===== src/hw/rtl/char_lcd_bar_graph_glyph_builder_macros.svh =====
// Assertion macros for the glyph builder RTL, included by cblg_ser.
`ifndef CHAR_LCD_BAR_GRAPH_GLYPH_BUILDER_MACROS_SVH
`define CHAR_LCD_BAR_GRAPH_GLYPH_BUILDER_MACROS_SVH

// Checks a property on every rising clock edge, ignored while reset is asserted.
`define CBLG_ASSERT(label, prop, msg) \
    label: assert property (@(posedge clk) disable iff (!rst_n) prop) else $error(msg);

// Checks a property on every rising clock edge, including during reset.
`define CBLG_ASSERT_ALWAYS(label, prop, msg) \
    label: assert property (@(posedge clk) prop) else $error(msg);

`endif


===== src/hw/rtl/cblg_pkg.sv =====
// Shared types and constants of the bar-graph glyph builder.
`default_nettype none

package cblg_pkg;

    localparam int MAX_SYMBOLS = 8;
    localparam int NUM_COLS    = 5;
    localparam int NUM_ROWS    = 8;
    localparam int LEVEL_W     = 3;
    localparam int IDX_W       = 3;
    localparam int SLOT_W      = 3;
    localparam int BYTE_W      = 8;
    localparam int POS_W       = 3;
    localparam int CFG_IDX_W   = 2;
    localparam int CFG_DATA_W  = 3;
    localparam int IN_DATA_W   = 24;
    localparam int OUT_DATA_W  = 16;
    localparam int DEST_W      = 2;

    localparam int CACHE_W     = NUM_COLS * LEVEL_W;
    localparam int CACHE_IDX_W = (MAX_SYMBOLS > 1) ? $clog2(MAX_SYMBOLS) : 1;
    localparam int ROW_W       = $clog2(NUM_ROWS);

    // Output sequence: command word, one word per glyph row, then the buffer write.
    localparam int LAST_STEP_I = NUM_ROWS + 1;
    localparam int STEP_W      = $clog2(LAST_STEP_I + 1);
    localparam logic [STEP_W-1:0] STEP_CMD  = '0;
    localparam logic [STEP_W-1:0] LAST_STEP = STEP_W'(LAST_STEP_I);

    localparam logic [BYTE_W-1:0] CGRAM_CMD = 8'h40;
    localparam logic [BYTE_W-1:0] CODE_BASE = 8'h08;

    localparam logic [CFG_IDX_W-1:0] REG_SOLID_MODE   = 2'd0;
    localparam logic [CFG_IDX_W-1:0] REG_FIRST_SYMBOL = 2'd1;

    typedef enum logic [DEST_W-1:0] {
        DEST_CMD    = 2'd0,
        DEST_DATA   = 2'd1,
        DEST_BUFFER = 2'd2
    } cblg_dest_t;

    typedef logic [NUM_COLS-1:0][LEVEL_W-1:0]  cblg_levels_t;
    typedef logic [NUM_COLS-1:0][NUM_ROWS-1:0] cblg_col_masks_t;
    typedef logic [NUM_ROWS-1:0][NUM_COLS-1:0] cblg_rows_t;

    typedef struct packed {
        logic                changed;
        logic [SLOT_W-1:0]   slot;
        logic [IDX_W-1:0]    idx;
        logic [BYTE_W-1:0]   code;
        cblg_rows_t          rows;
    } cblg_job_t;

endpackage

`default_nettype wire


===== src/hw/rtl/cblg_lane.sv =====
// One column lane: turns a column level into the set of lit rows.
`default_nettype none

module cblg_lane (
    input  wire logic [cblg_pkg::LEVEL_W-1:0]  level,
    input  wire logic                          solid,
    output logic      [cblg_pkg::NUM_ROWS-1:0] lit
);
    import cblg_pkg::*;

    logic [ROW_W-1:0] top_row;

    // Level zero sits on the bottom row, row 0 is the top.
    assign top_row = ROW_W'(NUM_ROWS - 1) - ROW_W'(level);

    always_comb
    begin
        for (int r = 0; r < NUM_ROWS; r++)
        begin
            if (solid)
            begin
                lit[r] = (ROW_W'(r) >= top_row);
            end
            else
            begin
                lit[r] = (ROW_W'(r) == top_row);
            end
        end
    end

endmodule

`default_nettype wire


===== src/hw/rtl/cblg_merge.sv =====
// Merges the lane column masks into glyph rows and detects a level change.
`default_nettype none

module cblg_merge (
    input  wire cblg_pkg::cblg_col_masks_t     col_masks,
    input  wire cblg_pkg::cblg_levels_t        levels,
    input  wire logic [cblg_pkg::CACHE_W-1:0]  cached,
    output cblg_pkg::cblg_rows_t               rows,
    output logic                               changed
);
    import cblg_pkg::*;

    // Column 0 is the leftmost pixel and lands in the top bit of the row.
    always_comb
    begin
        for (int r = 0; r < NUM_ROWS; r++)
        begin
            for (int c = 0; c < NUM_COLS; c++)
            begin
                rows[r][NUM_COLS-1-c] = col_masks[c][r];
            end
        end
    end

    assign changed = (CACHE_W'(levels) != cached);

endmodule

`default_nettype wire


===== src/hw/rtl/cblg_ser.sv =====
// Output sequencer: holds one rendered job; sends one word per cycle while m_tready is high.
`default_nettype none
`include "char_lcd_bar_graph_glyph_builder_macros.svh"

module cblg_ser (
    input  wire logic                                clk,
    input  wire logic                                rst_n,
    input  wire logic                                load,
    input  wire cblg_pkg::cblg_job_t                 job_in,
    output logic                                     free,
    output logic                                     m_tvalid,
    input  wire logic                                m_tready,
    output logic      [cblg_pkg::OUT_DATA_W-1:0]     m_tdata,
    output logic      [cblg_pkg::DEST_W-1:0]         m_tuser,
    output logic                                     m_tlast
);
    import cblg_pkg::*;

    logic              job_valid_reg;
    logic [STEP_W-1:0] step_reg;
    cblg_job_t         job_reg;
    cblg_dest_t        dest;
    logic [BYTE_W-1:0] byte_value;
    logic [POS_W-1:0]  buffer_position;
    logic [ROW_W-1:0]  row_idx;
    logic              word_taken;

    assign word_taken = job_valid_reg && m_tready;
    assign free       = !job_valid_reg || (m_tready && m_tlast);
    assign row_idx    = ROW_W'(step_reg - STEP_W'(1));

    always_ff @(posedge clk or negedge rst_n)
    begin
        if (!rst_n)
        begin
            job_valid_reg <= 1'b0;
            step_reg      <= STEP_CMD;
        end
        else if (load)
        begin
            job_valid_reg <= 1'b1;
            step_reg      <= job_in.changed ? STEP_CMD : LAST_STEP;
        end
        else if (word_taken)
        begin
            if (step_reg == LAST_STEP)
            begin
                job_valid_reg <= 1'b0;
            end
            else
            begin
                step_reg <= step_reg + STEP_W'(1);
            end
        end
    end

    always_ff @(posedge clk)
    begin
        if (load)
        begin
            job_reg <= job_in;
        end
    end

    always_comb
    begin
        case (step_reg)
            STEP_CMD:
            begin
                dest            = DEST_CMD;
                byte_value      = CGRAM_CMD | BYTE_W'({job_reg.slot, 3'b000});
                buffer_position = '0;
            end
            LAST_STEP:
            begin
                dest            = DEST_BUFFER;
                byte_value      = job_reg.code;
                buffer_position = POS_W'(job_reg.idx);
            end
            default:
            begin
                dest            = DEST_DATA;
                byte_value      = BYTE_W'(job_reg.rows[row_idx]);
                buffer_position = '0;
            end
        endcase
    end

    assign m_tvalid = job_valid_reg;
    assign m_tdata  = OUT_DATA_W'({buffer_position, byte_value});
    assign m_tuser  = dest;
    assign m_tlast  = (step_reg == LAST_STEP);

    `CBLG_ASSERT(a_step_range, job_valid_reg |-> (step_reg <= LAST_STEP), "step out of range")
    `CBLG_ASSERT(a_job_holds, (word_taken && !m_tlast) |=> job_valid_reg, "job lost before last word")
    `CBLG_ASSERT(a_cmd_then_row, (word_taken && dest == DEST_CMD) |=> (m_tvalid && m_tuser == DEST_DATA), "command not followed by a row")

endmodule

`default_nettype wire


===== src/hw/rtl/char_lcd_bar_graph_glyph_builder.sv =====
// Top level of the character-LCD bar-graph glyph builder.
//
//  Channel | Dir | Handshake          | Payload
//  --------+-----+--------------------+---------------------------------------------
//  s_      | in  | s_tvalid/s_tready  | symbol index and five column levels
//  m_      | out | m_tvalid/m_tready  | byte, buffer position, destination, last
//  cfg_    | in  | cfg_we             | solid_mode (index 0), first_symbol (index 1)
//
// An in-range input word whose levels differ from the cached levels of its cell
// yields ten output words (CGRAM address command, eight glyph rows, text-buffer write);
// an unchanged cell yields only the buffer write. The output port moves one word per
// cycle while m_tready is high, which sets the rate.
// Reset clears the level cache, the config registers and all valid flags at once.
// A render stage sits ahead of the output sequencer, so the next input word is taken
// while the previous job still waits on m_tready.
`default_nettype none

module char_lcd_bar_graph_glyph_builder (
    input  wire logic                               clk,
    input  wire logic                               rst_n,
    // [2:0] symbol_index, [5:3] level_col0, [8:6] level_col1, [11:9] level_col2,
    // [14:12] level_col3, [17:15] level_col4, rest zero
    input  wire logic [cblg_pkg::IN_DATA_W-1:0]     s_tdata,
    input  wire logic                               s_tvalid,
    output logic                                    s_tready,
    // [7:0] byte_value, [10:8] buffer_position, rest zero
    output logic      [cblg_pkg::OUT_DATA_W-1:0]    m_tdata,
    // [1:0] destination
    output logic      [cblg_pkg::DEST_W-1:0]        m_tuser,
    output logic                                    m_tlast,
    output logic                                    m_tvalid,
    input  wire logic                               m_tready,
    input  wire logic                               cfg_we,
    input  wire logic [cblg_pkg::CFG_IDX_W-1:0]     cfg_index,
    input  wire logic [cblg_pkg::CFG_DATA_W-1:0]    cfg_data
);
    import cblg_pkg::*;

    logic                    solid_mode_reg;
    logic [SLOT_W-1:0]       first_symbol_reg;
    logic [CACHE_W-1:0]      cache_reg [MAX_SYMBOLS];

    logic                    a_valid_reg;
    logic                    a_valid_next;
    cblg_job_t               a_job_reg;
    cblg_job_t               a_job_next;

    logic [IDX_W-1:0]        idx;
    cblg_levels_t            levels;
    cblg_col_masks_t         col_masks;
    cblg_rows_t              rows;
    logic                    changed;
    logic                    in_range;
    logic [CACHE_IDX_W-1:0]  cache_idx;
    logic                    accept;
    logic                    ser_free;
    logic                    ser_load;

    // Unpack the input word.
    always_comb
    begin
        idx = s_tdata[IDX_W-1:0];
        for (int c = 0; c < NUM_COLS; c++)
        begin
            levels[c] = s_tdata[IDX_W + LEVEL_W*c +: LEVEL_W];
        end
    end

    // Cells beyond the graph are accepted and dropped without touching the cache.
    assign in_range  = ({1'b0, idx} < (IDX_W+1)'(MAX_SYMBOLS));
    assign cache_idx = CACHE_IDX_W'(idx);

    // One lane per pixel column renders that column's lit rows.
    for (genvar c = 0; c < NUM_COLS; c++)
    begin : g_lane
        cblg_lane u_lane (
            .level (levels[c]),
            .solid (solid_mode_reg),
            .lit   (col_masks[c])
        );
    end

    cblg_merge u_merge (
        .col_masks (col_masks),
        .levels    (levels),
        .cached    (cache_reg[cache_idx]),
        .rows      (rows),
        .changed   (changed)
    );

    // The render stage frees up whenever its job moves into the sequencer.
    assign ser_load = a_valid_reg && ser_free;
    assign s_tready = !a_valid_reg || ser_load;
    assign accept   = s_tvalid && s_tready;

    always_comb
    begin
        a_job_next.changed = changed;
        a_job_next.slot    = first_symbol_reg + SLOT_W'(idx);
        a_job_next.idx     = idx;
        a_job_next.code    = CODE_BASE + BYTE_W'(first_symbol_reg) + BYTE_W'(idx);
        a_job_next.rows    = rows;

        if (accept && in_range)
        begin
            a_valid_next = 1'b1;
        end
        else if (ser_load)
        begin
            a_valid_next = 1'b0;
        end
        else
        begin
            a_valid_next = a_valid_reg;
        end
    end

    always_ff @(posedge clk or negedge rst_n)
    begin
        if (!rst_n)
        begin
            a_valid_reg      <= 1'b0;
            solid_mode_reg   <= 1'b0;
            first_symbol_reg <= '0;
            for (int i = 0; i < MAX_SYMBOLS; i++)
            begin
                cache_reg[i] <= '0;
            end
        end
        else
        begin
            a_valid_reg <= a_valid_next;

            // The cache tracks each accepted in-range cell for later comparisons.
            if (accept && in_range && changed)
            begin
                cache_reg[cache_idx] <= CACHE_W'(levels);
            end

            if (cfg_we)
            begin
                case (cfg_index)
                    REG_SOLID_MODE:   solid_mode_reg   <= cfg_data[0];
                    REG_FIRST_SYMBOL: first_symbol_reg <= SLOT_W'(cfg_data);
                    default:          ;
                endcase
            end
        end
    end

    always_ff @(posedge clk)
    begin
        if (accept && in_range)
        begin
            a_job_reg <= a_job_next;
        end
    end

    cblg_ser u_ser (
        .clk      (clk),
        .rst_n    (rst_n),
        .load     (ser_load),
        .job_in   (a_job_reg),
        .free     (ser_free),
        .m_tvalid (m_tvalid),
        .m_tready (m_tready),
        .m_tdata  (m_tdata),
        .m_tuser  (m_tuser),
        .m_tlast  (m_tlast)
    );

endmodule

`default_nettype wire

===== config.mk =====
export PLATFORM = sky130hd
export DESIGN_NAME = char_lcd_bar_graph_glyph_builder
export DESIGN_NICKNAME = d
export VERILOG_FILES = /design/src/hw/rtl/cblg_pkg.sv /design/src/hw/rtl/cblg_lane.sv /design/src/hw/rtl/cblg_merge.sv /design/src/hw/rtl/cblg_ser.sv /design/src/hw/rtl/char_lcd_bar_graph_glyph_builder.sv
export VERILOG_INCLUDE_DIRS = /design/src /design/src/hw/rtl
export SDC_FILE = /design/constraint.sdc
export NUM_CORES = 1
export LEC_CHECK = 0
export BUFFER_PORTS_ARGS = -buffer_cell sky130_fd_sc_hd__buf_2
export CAP_MARGIN = 10
export CORE_MARGIN = 2
export CORE_UTILIZATION = 55
export CTS_BUF_LIST = sky130_fd_sc_hd__clkbuf_8
export DETAILED_ROUTE_END_ITERATION = 16
export HOLD_SLACK_MARGIN = 0.1
export PLACE_DENSITY = 0.82
export SLEW_MARGIN = 10
export SYNTH_ARGS = -nofsm -noshare
export SYNTH_HDL_FRONTEND = slang
export SYNTH_SLANG_ARGS = --single-unit

===== constraint.sdc =====
create_clock -name clk -period 5.5 [get_ports clk]
set_input_delay 1.1 -clock clk [delete_from_list [all_inputs] [get_ports clk]]
set_output_delay 1.1 -clock clk [all_outputs]
set_load 0.01 [all_outputs]

==> impl_metrics.tcl <==
set metrics [dict create \
    port_buffers 42 \
    post-route-util_pct 60.4 \
    synth.avg_cell_area_um2 15.0 \
    dieArea_um2 20900 \
    drv_slew 0 \
    netlist_area_um2 10900 \
    synth_top_area_share_pct 30.0 \
    io_pins 55 \
    core_area_um2 19400 \
    critPathCaptureType "register" \
    setup_viol 0 \
    synth.distinct_cells 53 \
    firstDrtPassIters 4 \
    routabilityCongestion 0.842 \
    status "finished clean" \
    gr-total-overflow 0 \
    grt_max_degree 78 \
    pwr-share-comb_pct 28.3 \
    vdd.ir_drop.worst_mv 0.274 \
    grt_pass1_vias 6465 \
    cts_hold_buffers 0 \
    start_kind "primary input" \
    cts_max_level 2 \
    cts_resized 0 \
    antenna_cells 0 \
    cts_tree "done" \
    rsz0062_at_grt "no" \
    fp.dieH_um 144 \
    drtIter0Drc 445 \
    drive_gt1_share_pct 34.8 \
    hold_class "register to register" \
    cts.clk_slew.worst_paths_ps 60 \
    yosys.cell_count.top_type "dfrtp_1" \
    finClkSkew_ps 20.5 \
    leakagePower_nw 5.23 \
    final.period_utilization_pct 79.5 \
    grt_use_total_pct 21.1 \
    ys_top_cells_by_count "dfrtp_1, edfxtp_1, mux2_4" \
    cp_cell_sequence "buf_2 > buf_4 > mux2i_1 > a22oi_1 > and3_1 > o211ai_1 > or4_1 > o2111ai_4 > mux2_2" \
    yosysTopAreaCell "dfrtp_1" \
    power.clock.fraction_pct 23.8 \
    path_class "primary input to register" \
    synth.area.top_cells "dfrtp_1, edfxtp_1, mux2_4" \
    min_from "a_job_reg[7]" \
    power_density_nw_per_um2 473 \
    post_cts_buffers 0 \
    cp_top_family "compound AO/OA/AOI/OAI gates" \
    critPathMaxStageDelay_ps 850 \
    crit_required_ps 5900 \
    dp_hpwl_um 13600 \
    pwr-share-seq_pct 47.9 \
    insertion_delay_ps 530 \
    drc 0 \
    power.switching_mw 1.60 \
    vias 5955 \
    synth-main-ff-cell "dfrtp_1" \
    synth_edf_count 97 \
    fp.dieW_um 144 \
    postRouteAntennaNets 0 \
    antenna_found_initial 0 \
    ys_ff_latch 227 \
    cp_max_fo 27 \
    p_int_mw 3.94 \
    root_buffer "clkbuf_8" \
    clkSinkCount 227 \
    critPathLaunch "s_tdata[0]" \
    largest_reg_flops 120 \
    finalWirelength_um 20700 \
    swShare_pct 28.9 \
    start_util_pct 56.0 \
    syn_inst 725 \
    grt_pass1_wl_um 33900 \
    final_nets 801 \
    synth_warnings 0 \
    regToRegStartpoint "u_ser.step_reg[0]" \
    cts_made_buffers 37 \
    timing.final.crit_period_ps 4370 \
    critPathBufInv 2 \
    syn2layout_area_growth_pct 7.90 \
    seq_area_frac_synth_pct 56.8 \
    cp.arrival_ps 4770 \
    clock_path_buffers 3 \
    synthArstFlopShare_pct 57.3 \
    cpMaxStageDelayCell "o2111ai_4" \
    fin_setup_tns_ps 0 \
    fmax_ghz 0.229 \
    max_cap_viol_count 0 \
    relSlewSlack_pct 28.2 \
    rows 51 \
    tightest_slew_ps 1080 \
    final_hold_viol_count 0 \
    wire_per_inst_um 19.7 \
    via_per_inst 5.69 \
]
==> routing by layer <==
layer  track usage, %  part of all wire (%)
met5                0                     0
met4             8.58                   2.5
met3             3.51                   4.0
met2             35.7                    52
met1             27.3                    42
==> stage by stage <==
step	setup slack [ps]	std cells	total power [mW]	hold WS [ps]	instance area, um^2
detailed placement	597	985	4.24	405	11000
global route	964	1047	5.85	423	11700
CTS	1140	1047	5.58	415	11700
floorplan	988	730	3.82	400	10900
global placement	682	985	4.11	403	11000
finish	1130	1047	5.54	416	11700
==> final cells by class <==
cell class | count | area [um^2]
Timing Repair Buffer | 53 | 295
Inverter | 16 | 60.1
Fill cell | 1439 | 7690
Clock inverter | 21 | 98.8
Multi-Input combinational cell | 424 | 4200
Sequential cell | 227 | 6170
Clock buffer | 41 | 564
Tap cell | 265 | 332
==> cell usage in the layout, fill, tap and decap left out, types with 4 or more instances in the layout <==
| cell | netlist | layout |
|---|---|---|
| nor2b_1 | 5 | 5 |
| buf_4 | 7 | 12 |
| a21o_1 | 5 | 5 |
| o22ai_1 | 8 | 8 |
| buf_2 | 5 | 41 |
| o31ai_1 | 4 | 4 |
| ha_1 | 6 | 6 |
| xnor2_1 | 4 | 4 |
| edfxtp_1 | 97 | 97 |
| o21ai_0 | 23 | 23 |
| clkbuf_8 | 0 | 41 |
| o2111ai_4 | 8 | 8 |
| mux2_4 | 80 | 80 |
| mux2i_1 | 41 | 41 |
| clkinv_1 | 0 | 4 |
| mux2_2 | 52 | 52 |
| nand2b_1 | 5 | 5 |
| nor3b_1 | 5 | 5 |
| nand2_1 | 40 | 40 |
| nor2_1 | 29 | 29 |
| clkinv_2 | 0 | 6 |
| dfrtp_1 | 130 | 130 |
| conb_1 | 1 | 6 |
| a22oi_1 | 12 | 12 |
| and3_1 | 11 | 11 |
| or2_2 | 4 | 4 |
| mux4_2 | 19 | 19 |
| and2_1 | 7 | 5 |
| o21a_1 | 4 | 4 |
| a21oi_1 | 13 | 13 |
| inv_1 | 15 | 24 |
| nand3_1 | 6 | 6 |
==> worst reg2reg max path: cells and delay by family, from the launching register on <==
kind | cells | cell delay [ps]
AO/OA/AOI/OAI | 1 | 560
adder cells (fa/ha/maj) | 1 | 270
multiplexers | 1 | 470
AND/OR/NAND/NOR | 4 | 1200
flip-flops | 1 | 870
==> power groups by stage <==
stage	clock network, mW	logic (mW)	registers (mW)
3_3_place_gp	0	1.50	2.61
4_1_cts	1.35	1.59	2.64
5_1_grt	1.43	1.71	2.71
6_report	1.32	1.57	2.65
2_1_floorplan	0	1.28	2.54
3_5_place_dp	0	1.57	2.67
==> path summary, 6_finish.rpt <==
path	cells past startpoint	slack, ps	endpoint
max in group asynchronous	2	3540	cache_reg[74]
min in group asynchronous	1	720	cache_reg[71]
worst max register to register	7	1990	cache_reg[107]
worst max-delay path	9	1130	cache_reg[107]
worst min-delay path	0	420	u_ser.job_reg[7]
worst min register to register	0	420	u_ser.job_reg[7]
==> cells by family after synthesis <==
logic type / after synthesis / synth area share [%]
AOI/OAI and AO/OA: 87 / 6.73
xor gates and xnor gates: 5 / 0.403
adders and majority gates: 8 / 1.06
buffers and inverters: 79 / 4.74
DFF: 227 / 56.8
muxes: 193 / 24.4
other: 1 / 0.0345
and+or+nand+nor: 125 / 5.80
Power figures use the tool's default switching activity.
